===== config.mk =====
export PLATFORM = sky130hd
export DESIGN_NAME = button_click_hold_detector
export DESIGN_NICKNAME = d
export VERILOG_FILES = /design/src/design/bchd_pkg.sv /design/src/design/button_click_hold_detector.sv
export SDC_FILE = /design/constraint.sdc
export NUM_CORES = 1
export LEC_CHECK = 0
export BUFFER_PORTS_ARGS = -buffer_cell sky130_fd_sc_hd__buf_2
export CAP_MARGIN = 20
export CORE_UTILIZATION = 54
export DETAILED_ROUTE_END_ITERATION = 12
export PLACE_DENSITY = 0.85
export SYNTH_ARGS = -nofsm -noshare
export SYNTH_HDL_FRONTEND = slang
export SYNTH_SLANG_ARGS = --single-unit

===== constraint.sdc =====
create_clock -name aclk -period 4.8 [get_ports aclk]
set_clock_uncertainty 0.1 [all_clocks]
set_input_delay 0.48 -clock aclk [delete_from_list [all_inputs] [get_ports aclk]]
set_output_delay 0.48 -clock aclk [all_outputs]
set_load 0.005 [all_outputs]

===== src/design/bchd_pkg.sv =====
// Package: payload structs, register map and reset constants for the button detector.
package bchd_pkg;

    typedef struct packed {
        logic [31:0] now_ms;
        logic        pin_level;
    } sample_t;

    typedef struct packed {
        logic        rise_edge;
        logic        fall_edge;
        logic        click_one;
        logic        click_two;
        logic        click_three;
        logic        hold_once;
        logic        hold_every;
        logic        idle_once;
        logic        idle_every;
        logic        pressed_now;
        logic [31:0] released_time;
        logic [31:0] held_time;
    } event_t;

    localparam int unsigned ADDR_W = 4;

    // register indexes (byte address = 4 * index)
    localparam logic [1:0] REG_ACTIVE_LOW   = 2'd0;
    localparam logic [1:0] REG_DEBOUNCE_MS  = 2'd1;
    localparam logic [1:0] REG_CLICK_GAP_MS = 2'd2;
    localparam logic [1:0] REG_HOLD_MS      = 2'd3;

    localparam logic        RST_ACTIVE_LOW   = 1'b1;
    localparam logic [15:0] RST_DEBOUNCE_MS  = 16'd50;
    localparam logic [15:0] RST_CLICK_GAP_MS = 16'd400;
    localparam logic [15:0] RST_HOLD_MS      = 16'd1000;

    localparam logic [1:0] CLICK_NONE  = 2'd0;
    localparam logic [1:0] CLICK_ONE   = 2'd1;
    localparam logic [1:0] CLICK_TWO   = 2'd2;
    localparam logic [1:0] CLICK_THREE = 2'd3;
    localparam logic [1:0] CLICK_MAX   = CLICK_THREE;

endpackage


===== src/design/button_click_hold_detector.sv =====
// Top level: debounced button click and hold detector with APB register port.
//
// Usage:
//   s_valid/s_ready/s_payload carry one pin sample per transaction: a wrapping
//   millisecond timestamp and the raw pin level. Every sample yields exactly one
//   result transaction on m_valid/m_ready/m_payload with per-sample event flags
//   (edges, clicks, hold and not-held) plus the held and released times.
//   A sample accepted is captured in the input register; its result is
//   loaded into the output register, raising m_valid, once that register
//   is empty or being read. Throughput is one sample per cycle unless the
//   receiver stalls, set by the single compare/subtract pass on the state.
//   When the receiver stalls, the result holds in the output register and one
//   more sample waits in the input register; s_ready then drops.
//   Reset (aresetn low, synchronous) clears the button state and both
//   pipeline valids, and loads the register defaults: active_low 1,
//   debounce 50 ms, click gap 400 ms, hold 1000 ms.
//   The user must write registers over APB at byte addresses 0, 4, 8, 12
//   only while the block is idle, which it does not enforce; pready is tied high.
module button_click_hold_detector (
    input  logic                        aclk,
    input  logic                        aresetn,
    input  logic                        s_valid,
    output logic                        s_ready,
    input  bchd_pkg::sample_t           s_payload,
    output logic                        m_valid,
    input  logic                        m_ready,
    output bchd_pkg::event_t            m_payload,
    input  logic                        psel,
    input  logic                        penable,
    input  logic                        pwrite,
    input  logic [bchd_pkg::ADDR_W-1:0] paddr,
    input  logic [31:0]                 pwdata,
    output logic [31:0]                 prdata,
    output logic                        pready
);

    // configuration
    logic        active_low_reg;
    logic [15:0] debounce_ms_reg;
    logic [15:0] click_gap_ms_reg;
    logic [15:0] hold_ms_reg;
    logic        cfg_wr;
    logic [1:0]  cfg_idx;

    assign pready  = 1'b1;
    assign cfg_wr  = psel && penable && pwrite;
    assign cfg_idx = paddr[3:2];

    always_ff @(posedge aclk) begin
        if (!aresetn) begin
            active_low_reg   <= bchd_pkg::RST_ACTIVE_LOW;
            debounce_ms_reg  <= bchd_pkg::RST_DEBOUNCE_MS;
            click_gap_ms_reg <= bchd_pkg::RST_CLICK_GAP_MS;
            hold_ms_reg      <= bchd_pkg::RST_HOLD_MS;
        end else if (cfg_wr) begin
            unique case (cfg_idx)
                bchd_pkg::REG_ACTIVE_LOW:   active_low_reg   <= pwdata[0];
                bchd_pkg::REG_DEBOUNCE_MS:  debounce_ms_reg  <= pwdata[15:0];
                bchd_pkg::REG_CLICK_GAP_MS: click_gap_ms_reg <= pwdata[15:0];
                bchd_pkg::REG_HOLD_MS:      hold_ms_reg      <= pwdata[15:0];
                default: ;
            endcase
        end
    end

    always_comb begin
        unique case (cfg_idx)
            bchd_pkg::REG_ACTIVE_LOW:   prdata = {31'd0, active_low_reg};
            bchd_pkg::REG_DEBOUNCE_MS:  prdata = {16'd0, debounce_ms_reg};
            bchd_pkg::REG_CLICK_GAP_MS: prdata = {16'd0, click_gap_ms_reg};
            bchd_pkg::REG_HOLD_MS:      prdata = {16'd0, hold_ms_reg};
            default:                    prdata = 32'd0;
        endcase
    end

    // input register and output register
    logic              in_valid_reg;
    bchd_pkg::sample_t in_data_reg;
    logic              out_valid_reg;
    bchd_pkg::event_t  out_data_reg;
    logic              advance;

    assign advance = in_valid_reg && (!out_valid_reg || m_ready);
    assign s_ready = !in_valid_reg || advance;
    assign m_valid   = out_valid_reg;
    assign m_payload = out_data_reg;

    // button state
    logic        is_pressed_reg,    is_pressed_next;
    logic [31:0] press_time_reg,    press_time_next;
    logic [31:0] release_time_reg,  release_time_next;
    logic [1:0]  click_count_reg,   click_count_next;
    logic        hold_reported_reg, hold_reported_next;
    logic        idle_reported_reg, idle_reported_next;

    logic             active;
    logic [31:0]      since_rel;
    logic [31:0]      since_press;
    logic [31:0]      hold_ext;
    bchd_pkg::event_t ev;

    assign active      = active_low_reg ? !in_data_reg.pin_level : in_data_reg.pin_level;
    assign since_rel   = in_data_reg.now_ms - release_time_reg;
    assign since_press = in_data_reg.now_ms - press_time_reg;
    assign hold_ext    = {16'd0, hold_ms_reg};

    always_comb begin
        is_pressed_next    = is_pressed_reg;
        press_time_next    = press_time_reg;
        release_time_next  = release_time_reg;
        click_count_next   = click_count_reg;
        hold_reported_next = hold_reported_reg;
        idle_reported_next = idle_reported_reg;
        ev                 = '0;

        if (!is_pressed_reg) begin
            hold_reported_next = 1'b0;
            ev.released_time   = since_rel - hold_ext;
            if (!active && since_rel > hold_ext) begin
                ev.idle_once       = !idle_reported_reg;
                ev.idle_every      = 1'b1;
                idle_reported_next = 1'b1;
            end
            if (!active && since_rel > {16'd0, click_gap_ms_reg}) begin
                // clicks count only when the last press was short
                if (since_press < hold_ext) begin
                    ev.click_one   = (click_count_reg == bchd_pkg::CLICK_ONE);
                    ev.click_two   = (click_count_reg == bchd_pkg::CLICK_TWO);
                    ev.click_three = (click_count_reg == bchd_pkg::CLICK_THREE);
                end
                click_count_next = bchd_pkg::CLICK_NONE;
            end
            if (active && since_rel > {16'd0, debounce_ms_reg}) begin
                is_pressed_next = 1'b1;
                press_time_next = in_data_reg.now_ms;
                ev.rise_edge    = 1'b1;
                if (click_count_reg != bchd_pkg::CLICK_MAX) begin
                    click_count_next = click_count_reg + 2'd1;
                end
            end
        end else begin
            idle_reported_next = 1'b0;
            ev.pressed_now     = 1'b1;
            ev.held_time       = since_press - hold_ext;
            if (active && since_press > hold_ext) begin
                ev.hold_once       = !hold_reported_reg;
                ev.hold_every      = 1'b1;
                hold_reported_next = 1'b1;
            end
            if (!active && since_press > {16'd0, debounce_ms_reg}) begin
                is_pressed_next   = 1'b0;
                release_time_next = in_data_reg.now_ms;
                ev.fall_edge      = 1'b1;
            end
        end
    end

    always_ff @(posedge aclk) begin
        if (!aresetn) begin
            in_valid_reg      <= 1'b0;
            out_valid_reg     <= 1'b0;
            is_pressed_reg    <= 1'b0;
            press_time_reg    <= 32'd0;
            release_time_reg  <= 32'd0;
            click_count_reg   <= bchd_pkg::CLICK_NONE;
            hold_reported_reg <= 1'b0;
            idle_reported_reg <= 1'b0;
        end else begin
            if (s_valid && s_ready) begin
                in_valid_reg <= 1'b1;
            end else if (advance) begin
                in_valid_reg <= 1'b0;
            end
            if (advance) begin
                out_valid_reg     <= 1'b1;
                is_pressed_reg    <= is_pressed_next;
                press_time_reg    <= press_time_next;
                release_time_reg  <= release_time_next;
                click_count_reg   <= click_count_next;
                hold_reported_reg <= hold_reported_next;
                idle_reported_reg <= idle_reported_next;
            end else if (m_ready) begin
                out_valid_reg <= 1'b0;
            end
        end
    end

    always_ff @(posedge aclk) begin
        if (s_valid && s_ready) begin
            in_data_reg <= s_payload;
        end
        if (advance) begin
            out_data_reg <= ev;
        end
    end

endmodule


==> results_dict.tcl <==
set metrics [dict create \
    largest_reg_flops 74 \
    irDropWorstVdd_uv 256 \
    cts_sinks 227 \
    yosysWarnings 0 \
    worstSetupPathType "reg -> reg" \
    finalNonFillerCells 2425 \
    place_area_um2 17300 \
    yosysUniqueCellTypes 82 \
    status "completed" \
    start_kind "flop" \
    synth_most_common_cell "nand2_1" \
    grt-ovfl-total 0 \
    p_seq_share_pct 37.8 \
    vias 14200 \
    synth_top_flop_cell "dfxtp_1" \
    drive_gt1_share_pct 16.7 \
    gp_congestion 0.994 \
    share_comb_of_total_power_pct 27.5 \
    route.detailed.drc 0 \
    design_area_um2 18600 \
    critPathMaxStageDelay_ns 0.42 \
    synthToLayoutAreaGrowth_pct 16.4 \
    dr.pass1.iters 6 \
    antenna_cells 0 \
    grt_pass1_wl_mm 67.3 \
    slew_violations 0 \
    coreArea_um2 28900 \
    max-clock-path-buffers 3 \
    yosys.area.top_type "edfxtp_1" \
    powerDensity_nw_per_um2 310 \
    cts_tree "built" \
    cp_max_fo 33 \
    critPathRequiredTime_ns 5.11 \
    num_rows 62 \
    hold_violations 0 \
    power.internal_mw 4.00 \
    globalRouteMet3Util_pct 4.51 \
    die-height_um 174 \
    synthTopCellsByCount "247 x nand2_1, 145 x ha_1, 138 x nor2_1" \
    power.net_switching_mw 1.77 \
    slew_headroom_pct 38.4 \
    pwr-share-clk_pct 34.7 \
    clock.fmax_mhz 214 \
    async_reset_ff_share_pct 0 \
    clock_latency_ns 0.54 \
    drt_iter0_markers 1352 \
    grt_usage_pct 27.6 \
    cts-htree-levels 1 \
    fin_crit_ns 4.67 \
    grt_pass1_vias 13200 \
    synth_area_leaders "edfxtp_1 20%, dfxtp_1 15%, ha_1 11%, nand2_1 5.8%, mux2i_1 4.2%" \
    synth_area_um2 16000 \
    grt_use_met2_pct 43.9 \
    synth_top_area_share_pct 20.1 \
    fin_crit_sh_pct 97.4 \
    gr-usage-met1_pct 37.5 \
    utilization_pct 64.4 \
    cpMaxStageDelayCell "fa_2" \
    finalSetupViolCount 0 \
    hpwl_mm 32.9 \
    fp.dieArea_um2 30300 \
    synthCells 1830 \
    num-nets-final 2247 \
    routed_wl_mm 43.2 \
    drtAntennaViolNets 0 \
    synth.yosys.seq_area_share_pct 35.2 \
    worst_slew_pin_slew_ns 0.924 \
    io_buffers 149 \
    crit_chain "inv_1 > ha_2 > inv_1 > fa_2 > a211oi_4 > nor2_1 > nor2_1 > o21ai_0 > a21oi_2 > xnor2_2 > ha_1 > a21o_1 > a21o_1 > a21o_1 > a21o_1 > a21oi_1 > nor2b_1 > o21ai_1 > a32oi_1 > nor4_2 > buf_4 > nor3_4 > buf_12 > mux2i_1" \
    synth_edf_count 107 \
    maxCapViolCount 0 \
    cp-end-kind "flop" \
    place_inst 2360 \
    wl_per_cell_um 17.8 \
    numCtsBuffers 26 \
    worstHoldPathType "in -> reg" \
    avgSynthCellArea_um2 8.72 \
    pin_count 185 \
    die_w_um 174 \
    p_leak_nw 7.51 \
    antenna_found_initial 0 \
    initial_core_util_pct 55.3 \
    cts.clk_slew.worst_paths_ns 0.06 \
    worstPathArrival_ns 4.98 \
    root_buffer "clkbuf_16" \
    grt_max_degree 100 \
    cpMostUsedCell "a21o_1" \
    p_total_mw 5.76 \
    p_sw_share_pct 30.7 \
    vias_per_cell 5.87 \
    synth-seq-cells 227 \
    grt_busiest_layer "met2" \
]
-- repair_timing --
action,CTS,global route
setup endpoints to repair,9,65
cloned,0,0
pin swaps,1,19
gates resized for setup,4,46
hold buffers,4,0
endpoints found under the hold margin,4,0
buffers inserted,1,12
-- critical path: cells and delay by family (launching register included) --
kind	cells	cell delay, ns
buffers and inverters	4	0.55
AO/OA/AOI/OAI	10	1.68
adder cells (fa/ha/maj)	3	0.84
XOR/XNOR	1	0.15
flip-flops	1	0.40
multiplexers	1	0.16
AND/OR/NAND/NOR	5	0.62
-- power by group through the flow --
| stage | clock network (mW) | logic [mW] | registers (mW) |
|---|---|---|---|
| 2_1_floorplan | 0 | 1.01 | 2.21 |
| 3_3_place_gp | 0 | 1.41 | 2.22 |
| 3_5_place_dp | 0 | 1.46 | 2.22 |
| 4_1_cts | 2.02 | 1.48 | 2.18 |
| 5_1_grt | 2.10 | 1.72 | 2.18 |
| 6_report | 2.00 | 1.59 | 2.18 |
-- worst paths after layout --
path / start / end / slack [ns] / cells past startpoint
worst max-delay path: in_data_reg[1]$_DFFE_PP_ / release_time_reg[16]$_SDFFE_PN0P_ / 0.13 / 24
worst min-delay path: s_payload[3] / in_data_reg[3]$_DFFE_PP_ / 0.02 / 1
worst max register to register: in_data_reg[1]$_DFFE_PP_ / release_time_reg[16]$_SDFFE_PN0P_ / 0.13 / 24
worst min register to register: release_time_reg[15]$_SDFFE_PN0P_ / release_time_reg[15]$_SDFFE_PN0P_ / 0.36 / 2
-- layout make-up --
class                      instances  area (um^2)
fill                            2339        10300
multi-input combinational       1397         9670
timing repair buffer             236         1460
tap                              384          480
sequential                       227         5620
clock buffer                      34          712
inverter                         134          503
clock inverter                    13          151
-- stage by stage --
stage	hold slack [ns]	setup WS (ns)	setup TNS, ns
3_3_place_gp	0.342	0.0802	0
2_1_floorplan	0.335	0.312	0
6_report	0.0156	0.127	0
3_5_place_dp	0.347	-0.0771	-0.155
4_1_cts	0.0000192	0.0185	0
5_1_grt	0.00773	-0.0496	-1.11
-- layer usage --
metal	share of wire (%)	wire length, um
met1	43	18400
met2	44	19100
met3	8.7	3750
met4	4.3	1840
met5	0	0
-- cell families (layout without fill, tap and decap cells) --
kind of cell	Yosys count	after routing	share of synthesized area, %
simple gates	624	624	18.6
compound gates	447	447	18.7
flops	227	227	35.2
buf+inv	221	417	6.17
fa+ha+maj	149	149	11.9
xor+xnor	92	92	5.09
mux	68	68	4.34
other cells	2	17	0.0470
-- placed cells by master, fill, tap and decap left out, types with 13 or more instances in the layout --
cell type | Yosys | routed
nand3_1 | 23 | 22
and2_1 | 17 | 16
o21ai_0 | 83 | 77
dfxtp_1 | 120 | 120
mux2i_1 | 67 | 67
a22o_1 | 16 | 16
ha_1 | 145 | 140
nor3_1 | 36 | 31
a211oi_1 | 15 | 14
xnor2_1 | 59 | 53
nor2b_1 | 56 | 55
edfxtp_1 | 107 | 107
nor2_1 | 138 | 137
a21boi_0 | 41 | 40
o21bai_1 | 20 | 19
o21a_1 | 23 | 23
xor2_1 | 32 | 31
inv_1 | 133 | 132
a21o_1 | 53 | 53
o211ai_1 | 22 | 22
a21oi_1 | 114 | 104
nand2_1 | 247 | 247
buf_4 | 17 | 81
clkbuf_16 | 0 | 27
conb_1 | 2 | 17
nand4_1 | 27 | 27
buf_2 | 4 | 148
and3_1 | 14 | 13
or3_1 | 15 | 15
Note: power is estimated with default switching activity, not from simulation.
